File: src/rtl/core/sfbs_pkg.sv
// ----------------------------------------------------------------------------
// sfbs_pkg: shared types and functions of the four-byte block scrambler
// Holds the job format passed from the front to the back, the register
// indexes and the block transforms.
// ----------------------------------------------------------------------------
package sfbs_pkg;

   localparam int unsigned DEFAULT_QUEUE_DEPTH = 2;
   localparam int unsigned CSR_INDEX_W         = 1;
   localparam int unsigned CSR_DATA_W          = 8;

   localparam logic [CSR_INDEX_W-1:0] REG_MODE = 1'b0;
   localparam logic [CSR_INDEX_W-1:0] REG_SEED = 1'b1;

   localparam logic MODE_ENCRYPT = 1'b0;
   localparam logic MODE_DECRYPT = 1'b1;

   // Sequence positions inside one job: header first, then four block bytes.
   localparam logic [2:0] POS_HEADER     = 3'd0;
   localparam logic [2:0] POS_FIRST_BYTE = 3'd1;
   localparam logic [2:0] POS_LAST_BYTE  = 3'd4;

   typedef logic [3:0][7:0] block_type;

   // One unit of work for the back end: an optional header byte and an
   // optional block, both caused by a single input transfer.
   typedef struct packed {
      logic      has_header;
      logic      has_block;
      logic      last;
      logic      mode;
      logic [7:0] seed;
      block_type block;
   } job_type;

   function automatic block_type scramble(block_type src, logic [7:0] s);
      block_type a;
      block_type x;
      for (int k = 0; k < 4; k++) begin
         a[k] = src[k] + s + 8'(k);
      end
      for (int k = 0; k < 4; k++) begin
         x[k] = a[3-k] ^ (s + 8'(k));
      end
      x[0] = x[0] ^ x[2];
      x[1] = x[1] ^ x[3];
      return x;
   endfunction

   function automatic block_type unscramble(block_type src, logic [7:0] s);
      block_type d;
      block_type x;
      block_type y;
      d[0] = src[0] ^ src[2];
      d[1] = src[1] ^ src[3];
      d[2] = src[2];
      d[3] = src[3];
      for (int k = 0; k < 4; k++) begin
         x[k] = d[k] ^ (s + 8'(k));
      end
      for (int k = 0; k < 4; k++) begin
         y[k] = x[3-k] - (s + 8'(k));
      end
      return y;
   endfunction

endpackage

File: src/rtl/core/seeded_four_byte_block_scrambler_unit.sv
// ----------------------------------------------------------------------------
// seeded_four_byte_block_scrambler_unit: seeded four-byte block scrambler
// Path: the first result byte of a transfer passes the job queue, the back's
// work registers and the output register. Unless stalled, a block's four
// bytes follow on consecutive cycles. Throughput, unless stalled: one input
// byte in, one result byte out per cycle; each encrypt message adds a header.
// Reset: synchronous and active high; clears configuration, message state,
// the job queue and the output register. No clearing pass is needed.
// ----------------------------------------------------------------------------
module seeded_four_byte_block_scrambler_unit
   import sfbs_pkg::*;
#(
   parameter int unsigned QUEUE_DEPTH = DEFAULT_QUEUE_DEPTH
)
(
   input  logic                   clock,
   input  logic                   reset,
   // Configuration write port.
   input  logic                   csr_write,
   input  logic [CSR_INDEX_W-1:0] csr_index,
   input  logic [CSR_DATA_W-1:0]  csr_wdata,
   // Input byte channel.
   input  logic                   req_valid,
   output logic                   req_stall,
   input  logic [7:0]             req_data_byte,
   input  logic                   req_last,
   // Result byte channel.
   output logic                   rsp_valid,
   input  logic                   rsp_stall,
   output logic [7:0]             rsp_out_byte,
   output logic                   rsp_run_end,
   output logic                   rsp_message_end
);

   // Configuration registers. Mode is sampled with every input transfer, so
   // a change takes effect on the next block; the seed is latched by the
   // front at the start of an encrypt message.
   logic       mode_ff, mode_in;
   logic [7:0] seed_ff, seed_in;

   always_comb begin
      mode_in = mode_ff;
      seed_in = seed_ff;
      if (csr_write) begin
         unique case (csr_index)
            REG_MODE: mode_in = csr_wdata[0];
            REG_SEED: seed_in = csr_wdata[7:0];
            default:  ;
         endcase
      end
   end

   always_ff @(posedge clock) begin
      if (reset) begin
         mode_ff <= MODE_ENCRYPT;
         seed_ff <= 8'd0;
      end else begin
         mode_ff <= mode_in;
         seed_ff <= seed_in;
      end
   end

   // The front accepts one byte per transfer whenever the queue has room;
   // it never waits on the result side directly.
   logic    req_accept;
   logic    q_push;
   job_type q_push_job;
   logic    q_pop;
   logic    q_head_valid;
   job_type q_head_job;
   logic    q_full;

   assign req_stall  = q_full;
   assign req_accept = req_valid && !q_full;

   sfbs_front u_front (
      .clock     (clock),
      .reset     (reset),
      .accept    (req_accept),
      .data_byte (req_data_byte),
      .last      (req_last),
      .cfg_mode  (mode_ff),
      .cfg_seed  (seed_ff),
      .push      (q_push),
      .job       (q_push_job)
   );

   // Each queued job is the complete output of one input transfer: a header
   // byte, a block of four bytes, or both.
   sfbs_queue #(
      .DEPTH (QUEUE_DEPTH)
   ) u_queue (
      .clock      (clock),
      .reset      (reset),
      .push       (q_push),
      .push_job   (q_push_job),
      .pop        (q_pop),
      .head_valid (q_head_valid),
      .head_job   (q_head_job),
      .full       (q_full)
   );

   // The back transforms a block when it takes the job and then drains the
   // bytes through a registered output, taking the next job on the cycle the
   // last byte leaves so the output runs without bubbles.
   sfbs_back u_back (
      .clock           (clock),
      .reset           (reset),
      .head_valid      (q_head_valid),
      .head_job        (q_head_job),
      .pop             (q_pop),
      .rsp_valid       (rsp_valid),
      .rsp_stall       (rsp_stall),
      .rsp_out_byte    (rsp_out_byte),
      .rsp_run_end     (rsp_run_end),
      .rsp_message_end (rsp_message_end)
   );

endmodule

File: src/rtl/core/sfbs_front.sv
// ----------------------------------------------------------------------------
// sfbs_front: byte intake and block assembly
// Tracks message start, latches the seed, gathers bytes into blocks of four
// and hands a job to the queue for every transfer that causes output.
// ----------------------------------------------------------------------------
module sfbs_front
   import sfbs_pkg::*;
(
   input  logic       clock,
   input  logic       reset,
   input  logic       accept,
   input  logic [7:0] data_byte,
   input  logic       last,
   input  logic       cfg_mode,
   input  logic [7:0] cfg_seed,
   output logic       push,
   output job_type    job
);

   logic       in_msg_ff, in_msg_in;
   logic [1:0] fill_ff, fill_in;
   logic [7:0] seed_ff, seed_in;
   logic [7:0] buf_ff [3];
   logic       buf_we;
   logic [1:0] buf_idx;

   always_comb begin
      in_msg_in     = in_msg_ff;
      fill_in       = fill_ff;
      seed_in       = seed_ff;
      buf_we        = 1'b0;
      buf_idx       = fill_ff;
      push          = 1'b0;
      job.has_header = 1'b0;
      job.has_block  = 1'b0;
      job.last       = last;
      job.mode       = cfg_mode;
      job.seed       = seed_ff;
      job.block      = '0;
      if (accept) begin
         if (!in_msg_ff) begin
            in_msg_in = 1'b1;
            if (cfg_mode == MODE_DECRYPT) begin
               // The first byte is the seed; only a lone seed byte emits a block.
               seed_in       = data_byte;
               job.seed      = data_byte;
               job.has_block = last;
               push          = last;
               fill_in       = 2'd0;
            end else begin
               seed_in        = cfg_seed;
               job.seed       = cfg_seed;
               job.has_header = 1'b1;
               job.has_block  = last;
               job.block[0]   = data_byte;
               push           = 1'b1;
               buf_we         = 1'b1;
               buf_idx        = 2'd0;
               fill_in        = 2'd1;
            end
         end else if (fill_ff == 2'd3 || last) begin
            for (int k = 0; k < 3; k++) begin
               if (2'(k) < fill_ff) begin
                  job.block[k] = buf_ff[k];
               end
            end
            job.block[fill_ff] = data_byte;
            job.has_block      = 1'b1;
            push               = 1'b1;
            fill_in            = 2'd0;
         end else begin
            buf_we  = 1'b1;
            fill_in = fill_ff + 2'd1;
         end
         if (last) begin
            in_msg_in = 1'b0;
            fill_in   = 2'd0;
         end
      end
   end

   always_ff @(posedge clock) begin
      if (reset) begin
         in_msg_ff <= 1'b0;
         fill_ff   <= 2'd0;
         seed_ff   <= 8'd0;
      end else begin
         in_msg_ff <= in_msg_in;
         fill_ff   <= fill_in;
         seed_ff   <= seed_in;
      end
   end

   always_ff @(posedge clock) begin
      if (buf_we) begin
         buf_ff[buf_idx] <= data_byte;
      end
   end

endmodule

File: src/rtl/core/sfbs_queue.sv
// ----------------------------------------------------------------------------
// sfbs_queue: job queue between front and back
// A small first-in first-out store of jobs so each side can stall alone.
// ----------------------------------------------------------------------------
module sfbs_queue
   import sfbs_pkg::*;
#(
   parameter int unsigned DEPTH = DEFAULT_QUEUE_DEPTH
)
(
   input  logic    clock,
   input  logic    reset,
   input  logic    push,
   input  job_type push_job,
   input  logic    pop,
   output logic    head_valid,
   output job_type head_job,
   output logic    full
);

   localparam int unsigned PW = (DEPTH > 1) ? $clog2(DEPTH) : 1;
   localparam int unsigned CW = $clog2(DEPTH + 1);

   job_type       mem_ff [DEPTH];
   logic [PW-1:0] wr_ptr_ff, wr_ptr_in;
   logic [PW-1:0] rd_ptr_ff, rd_ptr_in;
   logic [CW-1:0] count_ff, count_in;

   assign head_valid = (count_ff != '0);
   assign full       = (count_ff == CW'(DEPTH));
   assign head_job   = mem_ff[rd_ptr_ff];

   always_comb begin
      wr_ptr_in = wr_ptr_ff;
      rd_ptr_in = rd_ptr_ff;
      count_in  = count_ff;
      if (push) begin
         wr_ptr_in = (wr_ptr_ff == PW'(DEPTH - 1)) ? '0 : wr_ptr_ff + 1'b1;
      end
      if (pop) begin
         rd_ptr_in = (rd_ptr_ff == PW'(DEPTH - 1)) ? '0 : rd_ptr_ff + 1'b1;
      end
      if (push && !pop) begin
         count_in = count_ff + 1'b1;
      end else if (pop && !push) begin
         count_in = count_ff - 1'b1;
      end
   end

   always_ff @(posedge clock) begin
      if (reset) begin
         wr_ptr_ff <= '0;
         rd_ptr_ff <= '0;
         count_ff  <= '0;
      end else begin
         wr_ptr_ff <= wr_ptr_in;
         rd_ptr_ff <= rd_ptr_in;
         count_ff  <= count_in;
      end
   end

   always_ff @(posedge clock) begin
      if (push) begin
         mem_ff[wr_ptr_ff] <= push_job;
      end
   end

`ifndef SYNTHESIS
   a_count_bound: assert property (@(posedge clock) disable iff (reset)
      count_ff <= CW'(DEPTH))
      else $error("queue count exceeds depth");
   a_no_overflow: assert property (@(posedge clock) disable iff (reset)
      full && push |-> pop)
      else $error("job pushed into a full queue");
   a_no_underflow: assert property (@(posedge clock) disable iff (reset)
      pop |-> head_valid)
      else $error("job popped from an empty queue");
`endif

endmodule

File: src/rtl/core/sfbs_back.sv
// ----------------------------------------------------------------------------
// sfbs_back: block transform and byte emission
// Takes a job, applies the scramble or its inverse, and sends the header
// and block bytes one per transfer through an output register.
// ----------------------------------------------------------------------------
module sfbs_back
   import sfbs_pkg::*;
(
   input  logic       clock,
   input  logic       reset,
   input  logic       head_valid,
   input  job_type    head_job,
   output logic       pop,
   output logic       rsp_valid,
   input  logic       rsp_stall,
   output logic [7:0] rsp_out_byte,
   output logic       rsp_run_end,
   output logic       rsp_message_end
);

   logic       work_valid_ff, work_valid_in;
   logic [2:0] pos_ff, pos_in;
   logic [2:0] end_ff, end_in;
   logic [7:0] hdr_ff, hdr_in;
   logic       last_ff, last_in;
   block_type  res_ff, res_in;

   logic       rsp_valid_ff, rsp_valid_in;
   logic [7:0] rsp_byte_ff, rsp_byte_in;
   logic       rsp_run_end_ff, rsp_run_end_in;
   logic       rsp_msg_end_ff, rsp_msg_end_in;

   logic       out_free;
   logic       emit;
   logic       finish;
   logic [1:0] res_idx;

   assign out_free = !rsp_valid_ff || !rsp_stall;
   assign emit     = work_valid_ff && out_free;
   assign finish   = emit && (pos_ff == end_ff);
   assign pop      = head_valid && (!work_valid_ff || finish);
   assign res_idx  = 2'(pos_ff - POS_FIRST_BYTE);

   always_comb begin
      work_valid_in = work_valid_ff;
      pos_in        = pos_ff;
      end_in        = end_ff;
      hdr_in        = hdr_ff;
      last_in       = last_ff;
      res_in        = res_ff;
      if (pop) begin
         work_valid_in = 1'b1;
         pos_in  = head_job.has_header ? POS_HEADER : POS_FIRST_BYTE;
         end_in  = head_job.has_block ? POS_LAST_BYTE : POS_HEADER;
         hdr_in  = head_job.seed;
         last_in = head_job.last;
         res_in  = (head_job.mode == MODE_DECRYPT) ?
                   unscramble(head_job.block, head_job.seed) :
                   scramble(head_job.block, head_job.seed);
      end else if (finish) begin
         work_valid_in = 1'b0;
      end else if (emit) begin
         pos_in = pos_ff + 3'd1;
      end
   end

   always_comb begin
      rsp_valid_in   = rsp_valid_ff;
      rsp_byte_in    = rsp_byte_ff;
      rsp_run_end_in = rsp_run_end_ff;
      rsp_msg_end_in = rsp_msg_end_ff;
      if (emit) begin
         rsp_valid_in   = 1'b1;
         rsp_byte_in    = (pos_ff == POS_HEADER) ? hdr_ff : res_ff[res_idx];
         rsp_run_end_in = (pos_ff == end_ff);
         rsp_msg_end_in = last_ff && (pos_ff == POS_LAST_BYTE);
      end else if (out_free) begin
         rsp_valid_in = 1'b0;
      end
   end

   always_ff @(posedge clock) begin
      if (reset) begin
         work_valid_ff <= 1'b0;
         rsp_valid_ff  <= 1'b0;
      end else begin
         work_valid_ff <= work_valid_in;
         rsp_valid_ff  <= rsp_valid_in;
      end
   end

   always_ff @(posedge clock) begin
      pos_ff         <= pos_in;
      end_ff         <= end_in;
      hdr_ff         <= hdr_in;
      last_ff        <= last_in;
      res_ff         <= res_in;
      rsp_byte_ff    <= rsp_byte_in;
      rsp_run_end_ff <= rsp_run_end_in;
      rsp_msg_end_ff <= rsp_msg_end_in;
   end

   assign rsp_valid       = rsp_valid_ff;
   assign rsp_out_byte    = rsp_byte_ff;
   assign rsp_run_end     = rsp_run_end_ff;
   assign rsp_message_end = rsp_msg_end_ff;

`ifndef SYNTHESIS
   a_pos_in_range: assert property (@(posedge clock) disable iff (reset)
      work_valid_ff |-> pos_ff <= end_ff)
      else $error("emit position beyond end of job");
   a_msg_end_closes_run: assert property (@(posedge clock) disable iff (reset)
      rsp_valid_ff && rsp_msg_end_ff |-> rsp_run_end_ff)
      else $error("message end without run end");
   a_emit_loads_output: assert property (@(posedge clock) disable iff (reset)
      emit |=> rsp_valid_ff)
      else $error("emitted byte did not reach the output register");
`endif

endmodule

File: config.mk
export PLATFORM = sky130hd
export DESIGN_NAME = seeded_four_byte_block_scrambler_unit
export DESIGN_NICKNAME = d
export VERILOG_FILES = /design/src/rtl/core/sfbs_pkg.sv /design/src/rtl/core/seeded_four_byte_block_scrambler_unit.sv /design/src/rtl/core/sfbs_front.sv /design/src/rtl/core/sfbs_queue.sv /design/src/rtl/core/sfbs_back.sv
export SDC_FILE = /design/constraint.sdc
export NUM_CORES = 1
export LEC_CHECK = 0
export BUFFER_PORTS_ARGS = -buffer_cell sky130_fd_sc_hd__buf_2
export CAP_MARGIN = 5
export CORE_MARGIN = 2
export CORE_UTILIZATION = 54
export CTS_BUF_LIST = sky130_fd_sc_hd__clkbuf_8
export CTS_CLUSTER_SIZE = 12
export DETAILED_ROUTE_END_ITERATION = 8
export PLACE_DENSITY = 0.82
export SYNTH_ARGS = -nofsm -noshare
export SYNTH_HDL_FRONTEND = slang
export SYNTH_HIERARCHICAL = 1
export SYNTH_SLANG_ARGS = --single-unit
File: constraint.sdc
create_clock -name clock -period 6.7 [get_ports clock]
set_clock_uncertainty 0.1 [all_clocks]
set_input_delay 1.34 -clock clock [delete_from_list [all_inputs] [get_ports clock]]
set_output_delay 1.34 -clock clock [all_outputs]
set_load 0.05 [all_outputs]
== After elaboration in Yosys (flattened, before gate mapping) ==
Memory sizes are Yosys's and may differ from the RTL's. A register that Yosys moved wholly into a read port is not among the register bits.
Index checks and enable logic that the tools add are counted.
Operators by class
  add/subtract/negate cells: 21
  divide/modulo/power cells: 0
  order comparisons: 6
  mux-type cells: 64
  eq/ne operators: 5
  reductions and logical operators: 26
  shift-type cells: 0
  multiply operators: 0
  bitwise gates (word level): 13
Operators by type and width (number)
  8-bit two-way mux: 19
  8-bit XOR: 12
  32-bit two-way mux: 2
  40-bit two-way mux: 1
  8-bit by 2-bit adder with 8-bit output, second input constant: 4
  8-bit adder: 4
  32-bit bitwise mux: 1
  8-bit subtractor: 4
  1-bit two-way mux: 25
  24-bit two-way mux: 1
  2-bit two-way mux: 9
  8-bit by 1-bit adder with 8-bit output, second input constant: 2
  8-bit binary-select mux with 2-bit select: 1
  8-bit demux with 2-bit select: 1
  3-bit two-way mux: 4
  2-bit nonzero test: 5
  1-bit logical AND: 8
  1-bit zero test: 6
  2-bit by 3-bit < comparator with 1-bit output, second input constant: 2
  2-bit AND reduction: 3
  2-bit by 1-bit adder with 2-bit output, second input constant: 2
  2-bit equality test, second input constant: 2
  1-bit by 2-bit < comparator with 1-bit output, first input constant: 2
  2-bit by 1-bit subtractor with 2-bit output, second input constant: 2
  10 further kinds: 13
Word-level totals
  input bits: 23
  memory bits (writable): 112
  logic and storage cells: 158
  memories: 2
  memory bits (read-only): 0
  flip-flop bits (word level): 83
  output and inout port bits: 12
  latch bits: 0
Memory list
  u_queue.mem_ff: depth 2, bits a word 44, read ports 1, clocked after Yosys merged registers in 1, write ports 1, line sfbs_queue.sv:24  | job_type mem_ff [DEPTH];
  u_front.buf_ff: depth 3, bits a word 8, read ports 3, clocked after Yosys merged registers in 0, write ports 1, line sfbs_front.sv:23  | logic [7:0] buf_ff [3];

== Longest topological paths before layout ==
Gate-level depths: netlist of the first run.
  word-level depth: 9
  depth in mapped cells: 17

== Cells and area by module ==
The synthesis of the first run kept the hierarchy.
Modules (own cells, without submodules)
  sfbs_back: cells an instance 555, instances 1, area each 5769.3 um^2, sequential area each 1691.6 um^2
  sfbs_queue: cells an instance 159, instances 1, area each 3398.3 um^2, sequential area each 2742.6 um^2
  sfbs_front: cells an instance 172, instances 1, area each 1860.5 um^2, sequential area each 940.9 um^2
  seeded_four_byte_block_scrambler_unit: cells an instance 41, instances 1, area each 417.9 um^2, sequential area each 180.2 um^2

== Worst setup path after synthesis of the first run ==
No wires, ideal clock.
  path kind: input to register
  start point: input port rsp_stall
  end point: register u_queue.count_ff[1]
  path buffers: 0
  setup time: 0.070 ns
  data arrival time: 4.652 ns
  slack: 1.878 ns
  stages: 7
  required time: 6.530 ns
  path through: a21oi_1 -> nor2b_1 -> nor2b_1 -> inv_1 -> ha_1 -> or3_1 -> a21oi_1
Between the ends
  longest elaborated chain between the ends: 9
RTL lines
  from (decl): line seeded_four_byte_block_scrambler_unit.sv:29  | input logic rsp_stall,
  1-bit zero test (*): line sfbs_back.sv:38  | assign out_free = !rsp_valid_ff || !rsp_stall;
  1-bit logical OR (*): line sfbs_back.sv:38
  1-bit logical AND (*): line sfbs_back.sv:39  | assign emit = work_valid_ff && out_free;
  1-bit logical AND (*): line sfbs_back.sv:40  | assign finish = emit && (pos_ff == end_ff);
  1-bit logical OR (*): line sfbs_back.sv:41  | assign pop = head_valid && (!work_valid_ff || finish);
  1-bit logical AND (*): line sfbs_back.sv:41
  via q_pop: line seeded_four_byte_block_scrambler_unit.sv:68  | logic q_pop;
  1-bit zero test: line sfbs_queue.sv:43  | if (push && !pop) begin
  1-bit logical AND: line sfbs_queue.sv:43
  2-bit two-way mux / 2-bit nonzero test (equally long branches)
  to (signal assigned): line sfbs_queue.sv:58  | count_ff <= count_in;
  to (decl): line sfbs_queue.sv:27  | logic [CW-1:0] count_ff, count_in;
The timed path passes the listed nets; every way through them passes the cells marked *.
A chain may end at the register's enable or synchronous reset.

==> results.cfg, run 1 <==
[clock_network]
clk_pin_slew_worst_paths_ns = 0.10
cts-resized-gates = 0
cts_buffer_depth = 2
cts-htree-levels = 4
clock_sinks = 194
cts_tree = built
postCtsSetupBuffers = 0
ctsHoldBuffers = 0
insertion_delay_ns = 0.47
ctsRootBufferMaster = clkbuf_8
numCtsBuffers = 17

[detailed_routing]
first_iter_violations = 585
wl_per_cell_um = 18.3
vias_per_cell = 5.61
wl_um = 22600
final_antenna_net_count = 0
dr.pass1.iters = 5
vias = 6928
drcViolationCount = 0

[yosys]
yosys_most_used_dff = edfxtp_1
synth.top_cell.area_share_pct = 43.8
avgSynthCellArea_um2 = 12.3
syn_area_um2 = 11400
syn_nets = 1037
synthTopCellsByArea = edfxtp_1 44%, ha_1 8.7%, xnor2_1 8.7%, mux2_2 5.5%, dfxtp_1 4.7%
ys_ff_latch = 194
synth-edff-count = 167
ys_warn_count = 6
yosys.area.top_type = edfxtp_1
synth_cell_types = 66
async_flop_share_pct = 0
synthTopCellsByCount = 167 x edfxtp_1, 114 x xnor2_1, 80 x ha_1
synthMostInstantiatedCell = edfxtp_1
synth_seq_area_share_pct = 48.5
synthCells = 927

[worst_setup_path]
cp_max_fo = 44
r2r-end = u_back/res_ff[23]
crit_path_top_delay_cell = dfxtp_2
rrSetupSlack_ns = 2.16
endpoint_kind = flop
cp.required_ns = 6.81
critPathTopFamily = flip-flops
cp_num_cells = 13
r2r_cells = 13
endpoint = u_back/res_ff[23]
max_stage_delay_ns = 1.00
arrival_ns = 4.64
start_kind = flop
path_cells = mux2_2 -> inv_1 -> ha_1 -> xor2_2 -> xnor2_1 -> ha_1 -> nor2b_1 -> o21ai_0 -> a21boi_0 -> o21ai_0 -> a21oi_1 -> xnor2_1 -> mux2i_1
crit_type = reg2reg
critPathBufInv = 1

[floorplanning]
num_io_pins = 35
die_x_um = 150
die-area_um2 = 22400
core_area_um2 = 20900
row_count = 53
initial_utilization_pct = 54.8
die_h_um = 150

[sta]
period_share_pct = 67.7
tightestPinTransition_ns = 1.06
fmax_mhz = 220
fin_ws_ns = 2.16
fin_crit_ns = 4.54
slew_headroom_pct = 28.7
rsz0062_at_grt = false
slew_viol_final = 0
tns_ns = 0
finalSetupViolations = 0
hold_viol = 0
holdWs_ns = 0.401

[global_route]
grt_pass1_vias = 6806
grt_antenna_before_repair = 0
grt_use_total_pct = 21.4
grt_max_degree = 49
grt_pass1_wl_um = 36300
gr-total-overflow = 0

[status]
status = completed

[finish]
diodes = 0
fillers = 1654
regArea_um2 = 5560
areaGrowthSynthToFinish_pct = 6.14
drive_gt1_share_pct = 18.1
nets = 1058
multi_input_area_um2 = 5510

[worst_hold_path]
hold_path_startpoint = u_back/work_valid_ff
min_path_cells = 2
min_path_type = reg2reg

[place]
dpl_worst_slack_ns = 2.22
io_buffers = 34
gp_congestion = 0.903
place_hpwl_um = 16700

[run]
maxCapViolCount = 0
==> per-stage QoR <==
step	cells	instance area (um^2)	util, %
CTS	1236	12100	58.2
global placement	1204	11800	56.3
detailed placement	1204	11800	56.3
global route	1236	12100	58.2
floorplan	927	11400	-
finish	1236	12100	58.2
==> worst min-delay path: stages, from the launching register on <==
cell	delay (ns)
dfxtp_1	0.35
a21oi_1	0.05
nor2_1	0.07
==> cell families (layout without fill, tap and decap cells) <==
group	count (synthesis)	count (layout)	share of synthesized area, %
AOI/OAI and AO/OA	166	166	9.62
buffers and inverters	77	111	3.49
muxes	82	82	8.66
adders and majority gates	87	87	9.97
xor gates and xnor gates	151	151	11.9
and+or+nand+nor	170	170	7.79
DFF	194	194	48.5
==> cell usage in the layout, fill, tap and decap left out, types with 9 or more instances in the layout <==
cell type	Yosys	layout
a211oi_1	9	9
a21o_1	12	12
a21oi_1	63	63
buf_2	10	34
clkbuf_8	1	17
dfxtp_1	27	26
edfxtp_1	167	167
ha_1	80	80
inv_1	40	41
mux2_2	56	56
mux2i_1	18	18
nand2_1	29	29
nand2b_1	12	12
nand3_1	11	11
nand3b_1	9	9
nor2_1	53	53
nor2b_1	18	16
nor3_1	12	12
o21ai_0	28	28
xnor2_1	114	114
xor2_1	32	32
==> layer usage <==
| layer | global-route usage (%) | vias up | routed length [um] | part of all wire, % |
|---|---|---|---|---|
| met5 | 0 | - | 0 | 0 |
| met4 | 6.43 | 0 | 417 | 1.8 |
| met3 | 3.75 | 29 | 976 | 4.3 |
| met2 | 34.8 | 169 | 10700 | 48 |
| met1 | 29.4 | 3350 | 10400 | 46 |
| li1 | - | 3380 | - | - |
==> state kept, by name, summed over array words and instances (netlist names), 3 cells and up, named ones only <==
register	flops
seed_ff	8
u_back/hdr_ff	8
u_back/pos_ff	3
u_back/res_ff	32
u_back/rsp_out_byte	8
u_front/buf_ff	24
u_front/seed_ff	8
u_queue/mem_ff	88
==> layout make-up <==
type | count | share of cell area (%)
Timing Repair Buffer | 39 | 1.71
Multi-Input combinational cell | 656 | 45.3
Clock inverter | 15 | 1.23
Inverter | 40 | 1.24
Sequential cell | 194 | 45.7
Clock buffer | 17 | 1.93
Tap cell | 275 | 2.83
==> worst min path at each step <==
stage	end	slack [ns]
final	u_back/rsp_valid	0.40
after global placement	u_back/rsp_valid	0.36
after detailed placement	u_back/rsp_valid	0.38
after global routing	u_queue/count_ff[1]	0.43
after CTS	u_queue/count_ff[1]	0.41
after floorplan	u_back/rsp_valid	0.34
Power of run 1 is left out: the tool's default activity adds up to more than one toggle a clock period on the data nets, which glitch-free logic cannot reach.
==> run 2, diff against run 1 <==
--- a/config.mk
+++ b/config.mk
@@ -12,7 +12,7 @@
 export CTS_BUF_LIST = sky130_fd_sc_hd__clkbuf_8
 export CTS_CLUSTER_SIZE = 12
 export DETAILED_ROUTE_END_ITERATION = 8
-export PLACE_DENSITY = 0.82
+export PLACE_DENSITY = 0.84
 export SYNTH_ARGS = -nofsm -noshare
 export SYNTH_HDL_FRONTEND = slang
 export SYNTH_HIERARCHICAL = 1
==> constraint.sdc (replaced) <==
create_clock -name clock -period 3.9 [get_ports clock]
set_clock_uncertainty 0.1 [all_clocks]
set_input_delay 0.78 -clock clock [delete_from_list [all_inputs] [get_ports clock]]
set_output_delay 0.78 -clock clock [all_outputs]
set_load 0.05 [all_outputs]
==> run 2 against run 1 <==
Effect of this change:
- global-route usage increased by 0.39 points
- cell area increased by 0.98%
- non-clock buffer count increased by 12
- register-to-register slack got worse by 2.0 ns
==> results.cfg, run 2 (synthesized netlist as in run 1, its figures left out) <==
[status]
status = completed

[clock_network]
cts_buffer_depth = 2
insertion_delay_ns = 0.48
clock_sinks = 194
ctsRootBufferMaster = clkbuf_8
numCtsBuffers = 17
postCtsSetupBuffers = 0
cts_tree = built
clk_pin_slew_worst_paths_ns = 0.11
cts-htree-levels = 4

[worst_setup_path]
endpoint_kind = flop
cp.required_ns = 4.05
cp_max_fo = 33
max_stage_delay_ns = 0.55
cp_common_cell = mux2_2
arrival_ns = 3.86
path_cells = buf_6 -> mux2_2 -> ha_1 -> o21ai_0 -> nand2b_1 -> a21oi_1 -> a31oi_1 -> xor2_1 -> xnor3_1 -> mux2_2
crit_type = reg2reg
crit_path_top_delay_cell = mux2_2
start_kind = flop

[global_route]
use_met2_pct = 35.4
busiest_layer = met2
grt_max_degree = 48
grt_pass1_vias = 6957
gr-total-overflow = 0
met3_usage_pct = 3.29
met1_usage_pct = 30.5
grt_use_total_pct = 21.7
grt_antenna_before_repair = 0
grt_pass1_wl_um = 36800

[detailed_routing]
final_antenna_net_count = 0
drcViolationCount = 0
first_iter_violations = 700
vias_per_cell = 5.62
wl_per_cell_um = 18.4
vias = 7016
wl_um = 23000
dr.pass1.iters = 7

[sta]
period_share_pct = 95.2
rsz0062_at_grt = false
fin_crit_ns = 3.71
slew_viol_final = 0
slew_headroom_pct = 32.1
fmax_mhz = 269
tns_ns = 0
finalSetupViolations = 0
hold_viol = 0
tightestPinTransition_ns = 1.01

[floorplanning]
die-area_um2 = 22400
num_io_pins = 35
die_x_um = 150
core_area_um2 = 20900
initial_utilization_pct = 54.8
die_h_um = 150
row_count = 53

[finish]
largest_reg_flops = 88
top_register = u_queue/mem_ff
largestRegisters = u_queue/mem_ff: 88 flops, u_back/res_ff: 32 flops, u_front/buf_ff: 24 flops
fillers = 1674
drive_gt1_share_pct = 19.2
layout_commonest_cell = edfxtp_1
areaGrowthSynthToFinish_pct = 7.18
nets = 1070
layout_common_cells = 167 x edfxtp_1, 114 x xnor2_1, 80 x ha_1
diodes = 0

[place]
place_hpwl_um = 17100
io_buffers = 34
gp_congestion = 0.951

[worst_hold_path]
min_path_type = reg2reg

[run]
maxCapViolCount = 0
-- run 2: cell count changes in the layout (fill, tap and decap cells not counted), sizes merged --
cell      before  now
clkinvlp       2    3
buf           39   51
bufinv         1    2
clkinv         4    2
-- run 2: final timing paths --
check                  start                to  slack (ns)  cells after the start
setup / recovery        flop  u_back/res_ff[7]        0.19                     10
hold / removal    seed_ff[0]        seed_ff[0]        0.40                      2
setup reg to reg        flop  u_back/res_ff[7]        0.19                     10
hold reg to reg   seed_ff[0]        seed_ff[0]        0.40                      2
-- run 2: layout make-up --
| type | count | area, um^2 | area share, % |
|---|---|---|---|
| inverters | 40 | 150 | 1.22 |
| flip-flops and latches | 194 | 5560 | 45.3 |
| clock buffers | 17 | 234 | 1.91 |
| well taps | 275 | 344 | 2.80 |
| repair buffers | 51 | 302 | 2.46 |
| clock inverters | 15 | 174 | 1.42 |
| multi-input cells | 656 | 5510 | 44.9 |
-- run 2: routing by layer --
metal	wire (um)	vias up	share of wire [%]
li1	-	3412	-
met1	10500	3367	46
met2	11000	205	48
met3	1080	32	4.7
met4	375	0	1.6
met5	0	-	0
-- run 2: worst max-delay path: cells and delay by family, from the launching register on --
| kind | cells | cell delay (ns) |
|---|---|---|
| buf+inv | 1 | 0.34 |
| compound gates | 3 | 0.39 |
| fa+ha+maj | 1 | 0.42 |
| xor+xnor | 2 | 0.81 |
| mux | 2 | 0.83 |
| flops | 1 | 0.51 |
| simple gates | 1 | 0.08 |
-- run 2: repair_timing --
| item | 4_1_cts | 5_1_grt |
|---|---|---|
| hold endpoints to repair | 0 | 0 |
| hold buffers | 0 | 0 |
| endpoints found under the setup margin | 0 | 5 |
| resized for setup | 0 | 2 |
-- run 2: metrics by stage --
step	hold WS [ns]	setup slack, ns	instance area (um^2)	cells	utilization, %
2_1_floorplan	0.344	0.0916	11500	927	-
3_3_place_gp	0.355	0.0872	11900	1216	56.8
3_5_place_dp	0.372	0.114	11900	1216	56.8
4_1_cts	0.393	0.0872	12300	1248	58.7
5_1_grt	0.411	0.00515	12300	1248	58.7
6_report	0.396	0.188	12300	1248	58.7
Power of run 2 is left out for the same reason.
==> run 3, diff against run 2 <==
--- a/config.mk
+++ b/config.mk
@@ -6,13 +6,14 @@
 export NUM_CORES = 1
 export LEC_CHECK = 0
 export BUFFER_PORTS_ARGS = -buffer_cell sky130_fd_sc_hd__buf_2
-export CAP_MARGIN = 5
+export CAP_MARGIN = 20
 export CORE_MARGIN = 2
 export CORE_UTILIZATION = 54
 export CTS_BUF_LIST = sky130_fd_sc_hd__clkbuf_8
 export CTS_CLUSTER_SIZE = 12
 export DETAILED_ROUTE_END_ITERATION = 8
 export PLACE_DENSITY = 0.84
+export SETUP_SLACK_MARGIN = 0.3
 export SYNTH_ARGS = -nofsm -noshare
 export SYNTH_HDL_FRONTEND = slang
 export SYNTH_HIERARCHICAL = 1
==> run 3 against run 2 <==
Effect of this change:
- critical path depth did not move
- worst setup slack gained 0.21 ns
- global-route usage up 0.20 points
- core utilization is 0.45 points higher
- first-iteration DRC count down 2.3%
- critical path type unchanged
- cell area increased by 0.77%
==> results.cfg, run 3 (synthesized netlist as in run 1, its figures left out) <==
[finish]
design_area_um2 = 12400
layout_commonest_cell = edfxtp_1
drive_gt1_share_pct = 19.7
nets = 1072
areaGrowthSynthToFinish_pct = 8.00
top_register = u_queue/mem_ff
regArea_um2 = 5560
multi_input_area_um2 = 5540
fillers = 1652
largestRegisters = u_queue/mem_ff: 88 flops, u_back/res_ff: 32 flops, u_front/buf_ff: 24 flops
diodes = 0
layout_common_cells = 167 x edfxtp_1, 112 x xnor2_1, 79 x ha_1
largest_reg_flops = 88

[detailed_routing]
dr.pass1.iters = 5
vias = 7070
vias_per_cell = 5.66
first_iter_violations = 684
wl_per_cell_um = 18.9
wl_um = 23600
final_antenna_net_count = 0
drcViolationCount = 0

[sta]
hold_viol = 0
rsz0062_at_grt = true
fmax_mhz = 286
tns_ns = 0
period_share_pct = 89.7
tightestPinTransition_ns = 0.803
finalSetupViolations = 0
fin_crit_ns = 3.50
slew_headroom_pct = 46.4
slew_viol_final = 0

[worst_setup_path]
crit_type = reg2reg
cp.required_ns = 4.03
arrival_ns = 3.63
start_kind = flop
endpoint_kind = flop
cp_max_fo = 32

[clock_network]
ctsRootBufferMaster = clkbuf_8
cts_tree = built
clock_sinks = 194
cts-htree-levels = 4
numCtsBuffers = 17
insertion_delay_ns = 0.48
cts_buffer_depth = 2
clk_pin_slew_worst_paths_ns = 0.10
ctsHoldBuffers = 0

[global_route]
grt_antenna_before_repair = 0
grt_pass1_wl_um = 37000
grt_pass1_vias = 6930
gr-total-overflow = 0
grt_use_total_pct = 22.0
grt_max_degree = 48

[place]
io_buffers = 34
gp_congestion = 0.994
placed_area_um2 = 11900
place_hpwl_um = 17500

[floorplanning]
initial_utilization_pct = 54.8
die_x_um = 150
die_h_um = 150
num_io_pins = 35
core_area_um2 = 20900
row_count = 53
die-area_um2 = 22400

[status]
status = completed

[worst_hold_path]
min_path_type = reg2reg

[run]
maxCapViolCount = 0
==> run 3: layout make-up <==
type | instances | area share [%]
Timing Repair Buffer | 53 | 2.57
Clock inverter | 14 | 1.59
Clock buffer | 18 | 2.00
Sequential cell | 194 | 45.0
Multi-Input combinational cell | 656 | 44.8
Tap cell | 275 | 2.78
Inverter | 40 | 1.23
==> run 3: routing by layer <==
metal  GRT usage, %  vias up  routed length (um)
met5              0        -                   0
met4           8.14        0                 619
met3           4.24       42                1200
met2           35.3      210               11100
met1           29.7     3410               10600
li1               -     3408                   -
==> run 3: final timing paths <==
path                            slack (ns)               end  cells after the start                 start
worst max-delay path                  0.40  u_back/res_ff[7]                     10                  flop
worst min-delay path                  0.39  u_back/rsp_valid                      2  u_back/work_valid_ff
worst max register to register        0.40  u_back/res_ff[7]                     10                  flop
worst min register to register        0.39  u_back/rsp_valid                      2  u_back/work_valid_ff
==> run 3: critical path, stage by stage, from the launching register on <==
cell and delay (ns):
dfxtp_4 0.41, buf_8 0.25, mux2_2 0.54, ha_1 0.42, o21ai_0 0.11, nand2b_1 0.08, a21oi_1 0.06, a31oi_1 0.21
xor2_1 0.28, xnor3_1 0.50, mux2_2 0.29
==> run 3: timing repair <==
item,in CTS,in global routing
endpoints found under the setup margin,1,8
gates resized for setup,1,8
pin swaps,0,1
buffers inserted,0,0
==> run 3: stage by stage <==
stage          util, %  instances  worst slack, ns  hold slack (ns)
2_1_floorplan        -        927            0.318            0.344
3_3_place_gp      56.8       1217            0.299            0.356
3_5_place_dp      56.8       1217            0.281            0.368
4_1_cts           59.0       1249            0.367            0.393
5_1_grt           59.2       1250            0.285            0.414
6_report          59.2       1250            0.402            0.387
Power of run 3 is left out for the same reason.
